### config.mk
export PLATFORM = sky130hd
export DESIGN_NAME = windowed_step_acceptance
export DESIGN_NICKNAME = d
export VERILOG_FILES = /design/src/rtl/core/wsa_pkg.sv /design/src/rtl/core/wsa_div.sv /design/src/rtl/core/windowed_step_acceptance.sv
export SDC_FILE = /design/constraint.sdc
export NUM_CORES = 2
export LEC_CHECK = 0
export BUFFER_PORTS_ARGS = -buffer_cell sky130_fd_sc_hd__buf_2
export CAP_MARGIN = 30
export CELL_PAD_IN_SITES_DETAIL_PLACEMENT = 0
export CELL_PAD_IN_SITES_GLOBAL_PLACEMENT = 1
export CORE_MARGIN = 1.5
export CORE_UTILIZATION = 28
export DETAILED_ROUTE_END_ITERATION = 8
export PLACE_DENSITY = 0.46
export SLEW_MARGIN = 0
export SYNTH_ARGS = -nofsm -noshare
export SYNTH_HDL_FRONTEND = slang
export SYNTH_HIERARCHICAL = 1
export SYNTH_SLANG_ARGS = --single-unit
### constraint.sdc
create_clock -name i_clk -period 9.3 [get_ports i_clk]
set_clock_uncertainty 0.2 [all_clocks]
set_input_delay 0.465 -clock i_clk [delete_from_list [all_inputs] [get_ports i_clk]]
set_output_delay 0.465 -clock i_clk [all_outputs]
set_load 0.1 [all_outputs]
### src/rtl/core/wsa_pkg.sv
// ============================================================================
// wsa_pkg
// shared widths, constants and the divider request and response structs for the step test
// ============================================================================
`default_nettype none
package wsa_pkg;
    localparam int unsigned QW = 48;
    localparam int unsigned NW = 53;      // width of reductions and sums
    localparam int unsigned LW = 5;       // width of the window length field in the config data
    localparam logic signed [QW-1:0] QMAX = {1'b0, {(QW-1){1'b1}}};
    localparam logic signed [QW-1:0] QMIN = {1'b1, {(QW-1){1'b0}}};
    localparam logic signed [QW-1:0] QONE = 48'sd65536;
    localparam logic [0:0] CFG_WINDOW = 1'b0;
    localparam logic [0:0] CFG_THRESH = 1'b1;

    typedef struct packed {
        logic            start;
        logic signed [NW-1:0] num;
        logic signed [NW-1:0] den;
    } t_div_req;

    typedef struct packed {
        logic            done;
        logic signed [QW-1:0] quo;
    } t_div_rsp;
endpackage
`default_nettype wire

### src/rtl/core/wsa_div.sv
// ============================================================================
// wsa_div
// serial signed q16 divider, one quotient bit per cycle, saturating
// ============================================================================
`default_nettype none
module wsa_div (
    input  wire logic             i_clk,
    input  wire logic             i_rst_n,
    input  wsa_pkg::t_div_req     i_req,
    output wsa_pkg::t_div_rsp     o_rsp
);
    import wsa_pkg::*;
    localparam int unsigned AW = NW + 16;   // magnitude of n shifted by 16
    localparam int unsigned CW = 7;

    logic [AW-1:0]   r_a;      // remaining dividend bits (shift out msb first)
    logic [NW:0]     r_rem;
    logic [NW-1:0]   r_b;
    logic [AW-1:0]   r_q;
    logic            r_neg;
    logic            r_zero;
    logic            r_nsgn;
    logic            r_nzero;
    logic            r_busy;
    logic            r_done;
    logic [CW-1:0]   r_cnt;

    logic [NW-1:0]   mag_n, mag_d;
    logic [NW:0]     rem_sh;
    logic            fits;
    logic [QW-1:0]   qres;

    always_comb begin
        mag_n = i_req.num[NW-1] ? NW'(-i_req.num) : NW'(i_req.num);
        mag_d = i_req.den[NW-1] ? NW'(-i_req.den) : NW'(i_req.den);
        rem_sh = {r_rem[NW-1:0], r_a[AW-1]};
        fits = rem_sh >= {1'b0, r_b};
    end

    always_ff @(posedge i_clk) begin
        if (!i_rst_n) begin
            r_busy <= 1'b0;
            r_done <= 1'b0;
        end else begin
            r_done <= 1'b0;
            if (i_req.start) begin
                r_busy <= 1'b1;
                r_cnt  <= CW'(AW);
            end else if (r_busy) begin
                r_cnt <= r_cnt - 1'b1;
                if (r_cnt == CW'(1)) begin
                    r_busy <= 1'b0;
                    r_done <= 1'b1;
                end
            end
        end
        if (i_req.start) begin
            r_a     <= {mag_n, 16'd0};
            r_rem   <= '0;
            r_b     <= mag_d;
            r_q     <= '0;
            r_neg   <= i_req.num[NW-1] ^ i_req.den[NW-1];
            r_zero  <= (i_req.den == '0);
            r_nsgn  <= i_req.num[NW-1];
            r_nzero <= (i_req.num == '0);
        end else if (r_busy) begin
            r_a   <= {r_a[AW-2:0], 1'b0};
            r_rem <= fits ? rem_sh - {1'b0, r_b} : rem_sh;
            r_q   <= {r_q[AW-2:0], fits};
        end
    end

    // a quotient of 2^31 or more saturates; a zero divisor gives QMIN, 0 or QMAX
    always_comb begin
        if (r_zero) begin
            qres = r_nsgn ? QMIN : (r_nzero ? '0 : QMAX);
        end else if (r_q[AW-1:QW-1] != '0) begin
            if (r_neg) qres = (r_q == {{(AW-QW){1'b0}}, 1'b1, {(QW-1){1'b0}}})
                               ? QMIN : QMIN;
            else qres = QMAX;
        end else begin
            qres = r_neg ? QW'(-r_q[QW-1:0]) : r_q[QW-1:0];
        end
    end

    assign o_rsp.done = r_done;
    assign o_rsp.quo  = qres;
endmodule
`default_nettype wire

### src/rtl/core/windowed_step_acceptance.sv
// ============================================================================
// windowed_step_acceptance
// nonmonotone trust-region ratio test over a ring of accepted steps
// ============================================================================
// channels: s_axis takes one step (tdata = current_merit, trial_merit,
// model_merit, 48 bits each from bit 0). m_axis returns one result per step
// (tdata = larger of ratio and history ratio, 48 bits; tuser = accepted).
// configuration: i_cfg_we/i_cfg_idx/i_cfg_data; index 0 is the window length
// (writing it empties the history), index 1 the acceptance threshold.
// flow: a step is walked through the merit memory once to find the oldest
// highest merit; unless that merit is below the trial merit, a second walk
// sums the stored model reductions from it on. the serial divider then runs
// its 69 quotient bits for the history quotient after a second walk and
// again for the current quotient; with an empty history the walks are
// skipped.
// one step is in flight at a time; s_axis_tready is low while busy.
// the result waits in an output register while the receiver stalls; a step
// that finishes while that register is still full holds until it drains.
// reset empties the history and clears the control registers; memory
// contents are never read before written, so they get no clearing pass.
// ============================================================================
`default_nettype none
module windowed_step_acceptance #(
    parameter int unsigned WINDOW_MAX = 16
) (
    input  wire logic                    i_clk,
    input  wire logic                    i_rst_n,
    input  wire logic                    s_axis_tvalid,
    output logic                         s_axis_tready,
    input  wire logic [143:0]            s_axis_tdata,  // current, trial, model
    output logic                         m_axis_tvalid,
    input  wire logic                    m_axis_tready,
    output logic [47:0]                  m_axis_tdata,  // larger of ratio and history ratio
    output logic                         m_axis_tuser,  // accepted
    input  wire logic                    i_cfg_we,
    input  wire logic                    i_cfg_idx,
    input  wire logic [47:0]             i_cfg_data
);
    import wsa_pkg::*;
    localparam int unsigned SW = (WINDOW_MAX > 1) ? $clog2(WINDOW_MAX) : 1;
    localparam int unsigned CW = $clog2(WINDOW_MAX + 1);

    localparam logic [3:0] ST_IDLE  = 4'd0;
    localparam logic [3:0] ST_SCAN  = 4'd1;
    localparam logic [3:0] ST_SCANW = 4'd2;
    localparam logic [3:0] ST_SUM   = 4'd3;
    localparam logic [3:0] ST_SUMW  = 4'd4;
    localparam logic [3:0] ST_DIVH  = 4'd5;
    localparam logic [3:0] ST_WAITH = 4'd6;
    localparam logic [3:0] ST_DIVC  = 4'd7;
    localparam logic [3:0] ST_WAITC = 4'd8;
    localparam logic [3:0] ST_DONE  = 4'd9;

    // history memories, one synchronous read port each
    logic signed [QW-1:0] merit_mem [WINDOW_MAX];
    logic signed [QW-1:0] red_mem   [WINDOW_MAX];
    logic signed [QW-1:0] r_mrd, r_rrd;
    logic [SW-1:0]        rd_addr;
    logic                 wr_en;
    logic [SW-1:0]        wr_addr;

    logic [3:0]           r_state;
    logic [CW-1:0]        r_num;       // effective window
    logic signed [QW-1:0] r_thr;
    logic [SW-1:0]        r_newest;
    logic [CW-1:0]        r_fill;
    logic signed [QW-1:0] r_cur, r_trial;
    logic signed [NW-1:0] r_exact, r_model;
    logic [CW-1:0]        r_len;
    logic [SW-1:0]        r_oldest;
    logic [CW-1:0]        r_k;         // issued index
    logic [CW-1:0]        r_kr;        // index of data returning
    logic signed [QW-1:0] r_ref;
    logic [CW-1:0]        r_refpos;
    logic signed [NW-1:0] r_sum;
    logic signed [QW-1:0] r_hist;
    logic signed [QW-1:0] r_ratio;
    logic                 r_ovalid;
    logic signed [QW-1:0] r_odata;
    logic                 r_oacc;
    t_div_req             div_req;
    t_div_rsp             div_rsp;

    logic [SW:0]          slot_sum;
    logic [SW-1:0]        rd_slot;
    logic signed [QW-1:0] best;
    logic                 acc;
    logic [SW-1:0]        push_slot;
    logic                 done_go;     // result moves into the output register

    // ring slot for walk index k: (oldest + k) mod num
    always_comb begin
        slot_sum = {1'b0, r_oldest} + (SW+1)'(r_k);
        rd_slot  = (slot_sum >= (SW+1)'(r_num)) ? SW'(slot_sum - (SW+1)'(r_num))
                                                : SW'(slot_sum);
        rd_addr  = rd_slot;
        best     = (r_ratio > r_hist) ? r_ratio : r_hist;
        acc      = best >= r_thr;
        push_slot = (r_fill == '0) ? '0 :
                    ((CW'(r_newest) + 1'b1 >= r_num) ? '0 : SW'(r_newest + 1'b1));
        done_go  = (r_state == ST_DONE) && (!r_ovalid || m_axis_tready);
        wr_en    = done_go && acc && (r_num != '0);
        wr_addr  = push_slot;
    end

    always_ff @(posedge i_clk) begin
        r_mrd <= merit_mem[rd_addr];
        r_rrd <= red_mem[rd_addr];
        if (wr_en) begin
            merit_mem[wr_addr] <= r_cur;
            red_mem[wr_addr]   <= (r_model > NW'(QMAX)) ? QMAX :
                                  (r_model < NW'(QMIN)) ? QMIN : QW'(r_model);
        end
    end

    wsa_div u_div (.i_clk(i_clk), .i_rst_n(i_rst_n), .i_req(div_req), .o_rsp(div_rsp));

    always_comb begin
        div_req.start = (r_state == ST_DIVH) || (r_state == ST_DIVC);
        div_req.num   = (r_state == ST_DIVH) ? NW'(r_ref) - NW'(r_trial) : r_exact;
        div_req.den   = (r_state == ST_DIVH) ? r_sum + r_model : r_model;
    end

    assign s_axis_tready = (r_state == ST_IDLE);
    assign m_axis_tvalid = r_ovalid;
    assign m_axis_tdata  = r_odata;
    assign m_axis_tuser  = r_oacc;

    always_ff @(posedge i_clk) begin
        if (!i_rst_n) begin
            r_state  <= ST_IDLE;
            r_num    <= '0;
            r_thr    <= '0;
            r_newest <= SW'(WINDOW_MAX - 1);
            r_fill   <= '0;
            r_ovalid <= 1'b0;
        end else begin
            if (done_go) r_ovalid <= 1'b1;
            else if (m_axis_tready) r_ovalid <= 1'b0;
            if (i_cfg_we) begin
                if (i_cfg_idx == CFG_WINDOW) begin
                    r_num    <= (32'(i_cfg_data[LW-1:0]) > WINDOW_MAX)
                                ? CW'(WINDOW_MAX) : CW'(i_cfg_data[LW-1:0]);
                    r_newest <= SW'(WINDOW_MAX - 1);
                    r_fill   <= '0;
                end else begin
                    r_thr <= i_cfg_data;
                end
            end
            case (r_state)
                ST_IDLE: begin
                    if (s_axis_tvalid) begin
                        r_cur   <= s_axis_tdata[47:0];
                        r_trial <= s_axis_tdata[95:48];
                        r_exact <= NW'($signed(s_axis_tdata[47:0]))
                                 - NW'($signed(s_axis_tdata[95:48]));
                        r_model <= NW'($signed(s_axis_tdata[47:0]))
                                 - NW'($signed(s_axis_tdata[143:96]));
                        r_len   <= (r_fill > r_num) ? r_num : r_fill;
                        // oldest = newest + 1 - len (mod num) follows in ST_SCAN; newest < num when len > 0
                        r_k     <= '0;
                        r_sum   <= '0;
                        r_state <= ST_SCAN;
                        begin
                            r_oldest <= '0;
                        end
                    end
                end
                ST_SCAN: begin
                    // compute oldest from newest and len
                    if (r_len == '0 || r_num == '0) begin
                        r_state <= ST_DIVC;
                        r_hist  <= QMIN;
                        r_refpos <= '0;
                    end else begin
                        r_oldest <= (CW'(r_newest) + 1'b1 >= r_len)
                                    ? SW'(CW'(r_newest) + 1'b1 - r_len)
                                    : SW'(CW'(r_newest) + 1'b1 + r_num - r_len);
                        r_k   <= '0;
                        r_kr  <= '0;
                        r_state <= ST_SCANW;
                        r_refpos <= '1;
                    end
                end
                ST_SCANW: begin
                    // issue address r_k, data for r_kr arrives next cycle
                    if (r_refpos != '1 || r_kr != '0) begin
                        if (r_kr == CW'(1) || r_mrd > r_ref) begin
                            r_ref    <= r_mrd;
                            r_refpos <= r_kr - 1'b1;
                        end
                    end
                    if (r_refpos == '1 && r_kr == '0) r_refpos <= '0;
                    if (r_kr == r_len) begin
                        r_k     <= '0;
                        r_kr    <= '0;
                        r_state <= ST_SUM;
                    end else begin
                        r_k  <= r_k + 1'b1;
                        r_kr <= r_kr + 1'b1;
                    end
                end
                ST_SUM: begin
                    if (r_ref < r_trial) begin
                        r_state <= ST_DIVC;
                        r_hist  <= QMIN;
                    end else begin
                        r_k     <= r_refpos;
                        r_kr    <= r_refpos;
                        r_state <= ST_SUMW;
                    end
                end
                ST_SUMW: begin
                    if (r_kr != r_refpos) r_sum <= r_sum + NW'(r_rrd);
                    if (r_kr == r_len) r_state <= ST_DIVH;
                    else begin
                        r_k  <= r_k + 1'b1;
                        r_kr <= r_kr + 1'b1;
                    end
                end
                ST_DIVH:  r_state <= ST_WAITH;
                ST_WAITH: if (div_rsp.done) begin
                    r_hist  <= div_rsp.quo;
                    r_state <= ST_DIVC;
                end
                ST_DIVC:  r_state <= ST_WAITC;
                ST_WAITC: if (div_rsp.done) begin
                    r_ratio <= (r_exact == r_model) ? QONE : div_rsp.quo;
                    if (r_hist == QMIN && !(r_len != '0 && r_num != '0
                                            && r_ref >= r_trial))
                        r_hist <= div_rsp.quo;
                    r_state <= ST_DONE;
                end
                ST_DONE: begin
                    if (done_go) begin
                        r_odata  <= best;
                        r_oacc   <= acc;
                        if (acc && r_num != '0) begin
                            r_newest <= push_slot;
                            if (r_fill < r_num) r_fill <= r_fill + 1'b1;
                        end
                        r_state <= ST_IDLE;
                    end
                end
                default: r_state <= ST_IDLE;
            endcase
        end
    end

    // the fill count never passes WINDOW_MAX
    a_fill: assert property (@(posedge i_clk) disable iff (!i_rst_n)
        r_fill <= CW'(WINDOW_MAX))
        else $error("fill count above window");
    // a result only leaves the done state once the output register is free
    a_out: assert property (@(posedge i_clk) disable iff (!i_rst_n)
        (r_state == ST_DONE && r_ovalid && !m_axis_tready) |=> r_state == ST_DONE)
        else $error("result overwritten");
    // no step is taken while one is in flight
    a_busy: assert property (@(posedge i_clk) disable iff (!i_rst_n)
        (r_state != ST_IDLE) |-> !s_axis_tready)
        else $error("ready while busy");
endmodule
`default_nettype wire
-- Word-level counts from Yosys, hierarchy flattened
Memory sizes are Yosys's and may differ from the RTL's. A register that Yosys moved wholly into a read port is not among the register bits.
Cells that the tools add are included.
- memories kept: 2
- bits in writable memories: 1536
- register bits after elaboration: 780
- memory bits (read-only): 0
- bits in latches: 0
- memories (name ; depth ; width ; read ports ; clocked after memory_dff ; wr ports ; line ; RTL):
    merit_mem ; 16 ; 48 ; 1 ; 1 ; 1 ; windowed_step_acceptance.sv:55 ; logic signed [QW-1:0] merit_mem [WINDOW_MAX];
    red_mem ; 16 ; 48 ; 1 ; 1 ; 1 ; windowed_step_acceptance.sv:56 ; logic signed [QW-1:0] red_mem [WINDOW_MAX];
- bitwise logic cells: 4
- multiplexer cells: 77
- multipliers: 0
- shifts and indexed selects: 0
- reductions and logical operators: 49
- $lt $le $gt $ge: 14
- eq/ne operators: 32
- add/subtract/negate cells: 21
- div/mod/pow operators: 0
- operator list (operator ; count):
    48-bit 2-to-1 mux ; 13
    53-bit 2-to-1 mux ; 6
    48-bit case mux with 4 select lines ; 1
    48-bit by 48-bit subtractor with 49-bit output ; 3
    69-bit 2-to-1 mux ; 2
    53-bit logical NOT ; 2
    53-bit negator ; 2
    53-bit case mux with 2 select lines ; 1
    48-bit greater-or-equal comparator ; 2
    48-bit > comparator ; 2
    5-bit 2-to-1 mux ; 19
    4-bit 2-to-1 mux ; 17
    54-bit by 53-bit greater-or-equal comparator with 1-bit output ; 1
    53-bit by 48-bit adder with 53-bit output ; 1
    53-bit adder ; 1
    53-bit equality test ; 1
    53-bit by 48-bit > comparator with 1-bit output (second input constant) ; 1
    53-bit by 48-bit less-than comparator with 1-bit output (second input constant) ; 1
    53-bit subtractor ; 1
    52-bit 2-to-1 mux ; 1
    48-bit equality test (second input constant) ; 1
    48-bit less-than comparator ; 1
    48-bit negator ; 1
    47-bit 2-to-1 mux ; 1
    52 further kinds ; 115

-- Logic depth before layout (Yosys ltp)
- depth after elaboration: 8
- gate-level depth with buffers: 26
- depth with buffers taken out: 23

-- Hierarchy
Netlist, hierarchy kept.
- modules (own cells, without submodules) (module ; cells each ; times used ; sequential area each (um^2) ; area each (um^2)):
    windowed_step_acceptance ; 6742 ; 1 ; 63320.7 ; 98917.4
    wsa_div ; 1920 ; 1 ; 5995.8 ; 16174.3

-- Worst setup path before layout
OpenSTA, ideal clock, no wires.
- path type: reg-to-reg
- from: register r_hist[18]
- to: memory merit_mem[8][0], enable pin
- data arrival time: 9.428 ns
- path buffers: 2
- stages on the path, launching flop included: 26
- library setup time: 0.551 ns
- slack: -0.880 ns
- cell sequence: edfxtp_1 -> inv_1 -> ha_1 -> a21o_1 -> a21o_1 -> a221oi_1 -> o21ai_1 -> a21o_1 -> a221o_1 -> a221oi_2 -> nor2_1 -> a211oi_2 -> buf_2 -> mux2_2 -> ha_1 -> a21o_1 -> a21o_1 -> a21oi_1 -> nor2_1 -> a2111o_1 -> a2111oi_0 -> mux2_2 -> and2b_1 -> buf_2 -> nand4b_1 -> nor2_1
- word-level cells in the longest chain between the ends: 7
- ends and longest elaborated chain (item ; line ; RTL):
    start: declaration ; windowed_step_acceptance.sv:76 ; logic signed [QW-1:0] r_hist;
    start signal: assignment ; windowed_step_acceptance.sv:223 ; r_hist <= div_rsp.quo;
    start signal: assignment ; windowed_step_acceptance.sv:231 ; r_hist <= div_rsp.quo;
    48-bit > comparator ; windowed_step_acceptance.sv:97 ; best = (r_ratio > r_hist) ? r_ratio : r_hist;
    48-bit 2-to-1 mux ; windowed_step_acceptance.sv:97 ;
    net best[9] ; windowed_step_acceptance.sv:86 ; logic signed [QW-1:0] best;
    48-bit greater-or-equal comparator ; windowed_step_acceptance.sv:98 ; acc = best >= r_thr;
    net acc ; windowed_step_acceptance.sv:87 ; logic acc;
    1-bit logical AND (2 in a row) ; windowed_step_acceptance.sv:102 ; wr_en = done_go && acc && (r_num != '0);
    1-bit 2-to-1 mux ; windowed_step_acceptance.sv:109 ; if (wr_en) begin
    1-bit 2-to-1 mux (implied by the code) ; windowed_step_acceptance.sv:110 ; merit_mem[wr_addr] <= r_cur;
    end: declaration ; windowed_step_acceptance.sv:55 ;
The timed path passes the listed nets, and every way through them passes these cells.

-- Worst setup path in the final report
- from: register r_hist[18]
- to: memory merit_mem[6][18], enable pin
Same word-level chain as after synthesis.

==> results.yml <==
status:
  outcome: "completed"
routing:
  via_per_inst: 5.03
  drc: 0
  drtPass1Iterations: 6
  drt_first_iter_violations: 6324
  ant_nets: 0
  avgRoutedWirePerCell_um: 27.4
  drt-total-wl_um: 409000
  vias: 75150
yosys:
  avgSynthCellArea_um2: 13.3
  synth-warning-count: 6
  syn_inst: 8662
  syn_nets: 9357
  ys_seq_area_share_pct: 60.2
  synth-edff-count: 2117
  ys.flop_type: "edfxtp_1"
  synthDistinctLibCells: 91
  syn-cell-area_mm2: 0.115
  synthArstFlopShare_pct: 0
  synth_seq_cells: 2404
placed_design:
  placed_cells: 14216
  gp_congestion: 0.852
  dp_slack_ns: 0.627
  place_area_mm2: 0.125
  dp_hpwl_um: 298000
  io_buffers: 248
final_layout:
  post-route-util_pct: 33.2
  area_delta_synth_final_pct: 18.1
  drive_gt1_share_pct: 15.3
  final_area_mm2: 0.136
  fin_nets: 9948
  final_cell_mix: "2117 x edfxtp_1, 645 x nand2_1, 535 x nor2_1, 485 x ha_1, 461 x inv_1"
  final_cell_count_no_fill: 14955
  final_common_cell: "edfxtp_1"
worst_hold_path:
  min_to: "r_model[15]"
  min-delay-start: "s_axis_tdata[111]"
  hold_path.class: "in2reg"
  holdPathStages: 4
pwr:
  leakagePower_nw: 48.7
  power_mw: 51.6
  peakVddDrop_mv: 0.529
  p_per_area_mw_per_mm2: 380
critical_path:
  endpoint_kind: "flop"
  rrSetupSlack_ns: 0.73
  cp.required_ns: 9.67
  startpoint: "r_hist[18]"
  worstReg2RegEnd: "merit_mem[6][18]"
  criticalPathCategory: "reg2reg"
  cp.arrival_ns: 8.94
  worstSetupStartpointType: "flop"
  cp_max_fo: 26
  rr_startpoint: "r_hist[18]"
  reg2reg_depth: 24
global_routing:
  grt_pass1_wl_um: 577000
  grt_max_degree: 142
  antenna_found_initial: 46
  overflow: 0
  grt_pass1_vias: 75412
  grt_use_total_pct: 19.3
floorplanning:
  initial_core_util_pct: 28.1
  core_region_area_mm2: 0.410
  ioPinCount: 249
  fp.dieW_um: 644
  dieArea_mm2: 0.415
  fp-row-count: 235
  die_height_um: 644
sta:
  hold_viol_final: 0
  fin_crit_ns: 8.57
  rsz0062_at_grt: "no"
  tns_ns: 0
  layout_setup_ws_ns: 0.729
  whs_ns: 0.0585
  finalCritPeriodShare_pct: 92.2
  max_clock_freq_mhz: 117
  worst_slew_pin_slew_ns: 1.05
  drv_slew: 0
  setup_viol: 0
  relSlewSlack_pct: 30.0
cts:
  clkSinkCount: 2404
  clk_path_buf_depth: 4
  cts_resized: 0
  clk_pin_slew_ns: 0.06
  cts-htree-levels: 5
  insertion_delay_ns: 0.93
  cts_tree: "yes"
  numCtsBuffers: 288
  cts_root_buffer: "clkbuf_16"
job:
  drv_cap: 0
-- metal layers --
| metal | vias to the layer above | routed length, µm | track usage [%] | part of all wire (%) |
|---|---|---|---|---|
| li1 | 34234 | - | - | - |
| met1 | 38559 | 186000 | 26.7 | 45 |
| met2 | 1878 | 191000 | 31.5 | 47 |
| met3 | 473 | 18900 | 2.26 | 4.6 |
| met4 | 6 | 12900 | 5.87 | 3.1 |
| met5 | - | 45 | 0 | 0.011 |
-- critical path, cell delays in order (launching register included) --
cell and delay, ns:
edfxtp_1 0.40, inv_1 0.08, ha_1 0.24, a21o_1 0.18
a21o_1 0.17, a221oi_1 0.38, o21ai_1 0.10, a21o_1 0.21
a221o_1 0.32, a221oi_2 0.49, nor2_1 0.14, a211oi_4 0.57
buf_4 0.31, mux2_1 0.38, ha_1 0.36, nand4_1 0.18
or4_1 0.66, a41oi_1 0.39, a2111oi_0 0.13, mux2_2 0.42
and2b_1 0.63, nand4_1 0.16, buf_4 0.23, nor2_4 0.59
buf_12 0.29
-- cells in the mapped netlist (24+ instances only) --
| master | count | area share (%) |
|---|---|---|
| a211oi_1 | 63 | 0.41 |
| a21boi_0 | 65 | 0.42 |
| a21o_1 | 230 | 1.5 |
| a21oi_1 | 430 | 1.9 |
| a22oi_1 | 192 | 1.3 |
| a311oi_1 | 41 | 0.31 |
| a31oi_1 | 49 | 0.27 |
| and2_1 | 124 | 0.67 |
| and3_1 | 48 | 0.26 |
| buf_2 | 44 | 0.19 |
| clkbuf_1 | 335 | 1.1 |
| dfxtp_1 | 287 | 5.0 |
| edfxtp_1 | 2117 | 55 |
| ha_1 | 485 | 5.3 |
| inv_1 | 461 | 1.5 |
| mux2_2 | 48 | 0.47 |
| mux2i_1 | 83 | 0.72 |
| mux4_2 | 384 | 7.5 |
| nand2_1 | 645 | 2.1 |
| nand2b_1 | 66 | 0.36 |
| nand3_1 | 101 | 0.44 |
| nand4_1 | 108 | 0.59 |
| nor2_1 | 557 | 1.8 |
| nor2b_1 | 65 | 0.35 |
| nor3_1 | 92 | 0.40 |
| nor4_1 | 44 | 0.24 |
| o21a_1 | 67 | 0.44 |
| o21ai_0 | 418 | 1.8 |
| o21bai_1 | 52 | 0.34 |
| o31ai_1 | 60 | 0.39 |
| o41ai_1 | 28 | 0.21 |
| or3_1 | 46 | 0.25 |
| or4_1 | 24 | 0.16 |
| xnor2_1 | 295 | 2.2 |
| xor2_1 | 169 | 1.3 |
-- worst max-delay path by stage --
stage          slack (ns)          endpoint  depth (start not counted)
2_1_floorplan       -0.88   merit_mem[8][0]                         25
3_3_place_gp         0.55  merit_mem[6][24]                         24
3_5_place_dp         0.63  merit_mem[6][20]                         24
4_1_cts              0.51  merit_mem[6][18]                         24
5_1_grt              0.38  merit_mem[6][18]                         26
6_report             0.73  merit_mem[6][18]                         24
-- sequential cells by signal, indices dropped and copies added, names as in the netlist, 49 cells and up --
| name | count |
|---|---|
| u_div/r_q | 69 |
| u_div/r_rem | 53 |
| merit_mem | 768 |
| u_div/r_a | 53 |
| red_mem | 768 |
| u_div/r_b | 53 |
| r_model | 49 |
| r_exact | 49 |
| r_sum | 53 |
-- timing repair --
item                                   4_1_cts  5_1_grt
hold buffers                               198        0
endpoints found under the hold margin      191        0
setup buffers                                0        0
-- where the power goes --
part           internal (mW)  switching (mW)
clock network           6.50            4.73
registers               13.2           0.940
logic                   9.65            16.6
-- logic make-up (layout without fill, tap and decap cells) --
| family | count (synthesis) | in the layout | synth area share [%] |
|---|---|---|---|
| simple gates | 2020 | 2020 | 8.36 |
| mux | 524 | 524 | 8.79 |
| fa+ha+maj | 497 | 497 | 5.48 |
| other cells | 0 | 16 | 0 |
| compound gates | 1891 | 1891 | 10.7 |
| buf+inv | 862 | 1688 | 2.87 |
| flops | 2404 | 2404 | 60.2 |
| xor+xnor | 464 | 464 | 3.53 |
-- layout make-up --
class | count | area [µm²]
fillers | 40322 | 274000
flip-flops and latches | 2404 | 69300
multi-input cells | 5396 | 42800
clock buffers | 379 | 7810
well taps | 5451 | 6820
repair buffers | 702 | 5980
inverters | 461 | 1730
clock inverters | 146 | 1490
diodes | 16 | 40.0
(Power assumes the default switching activity.)
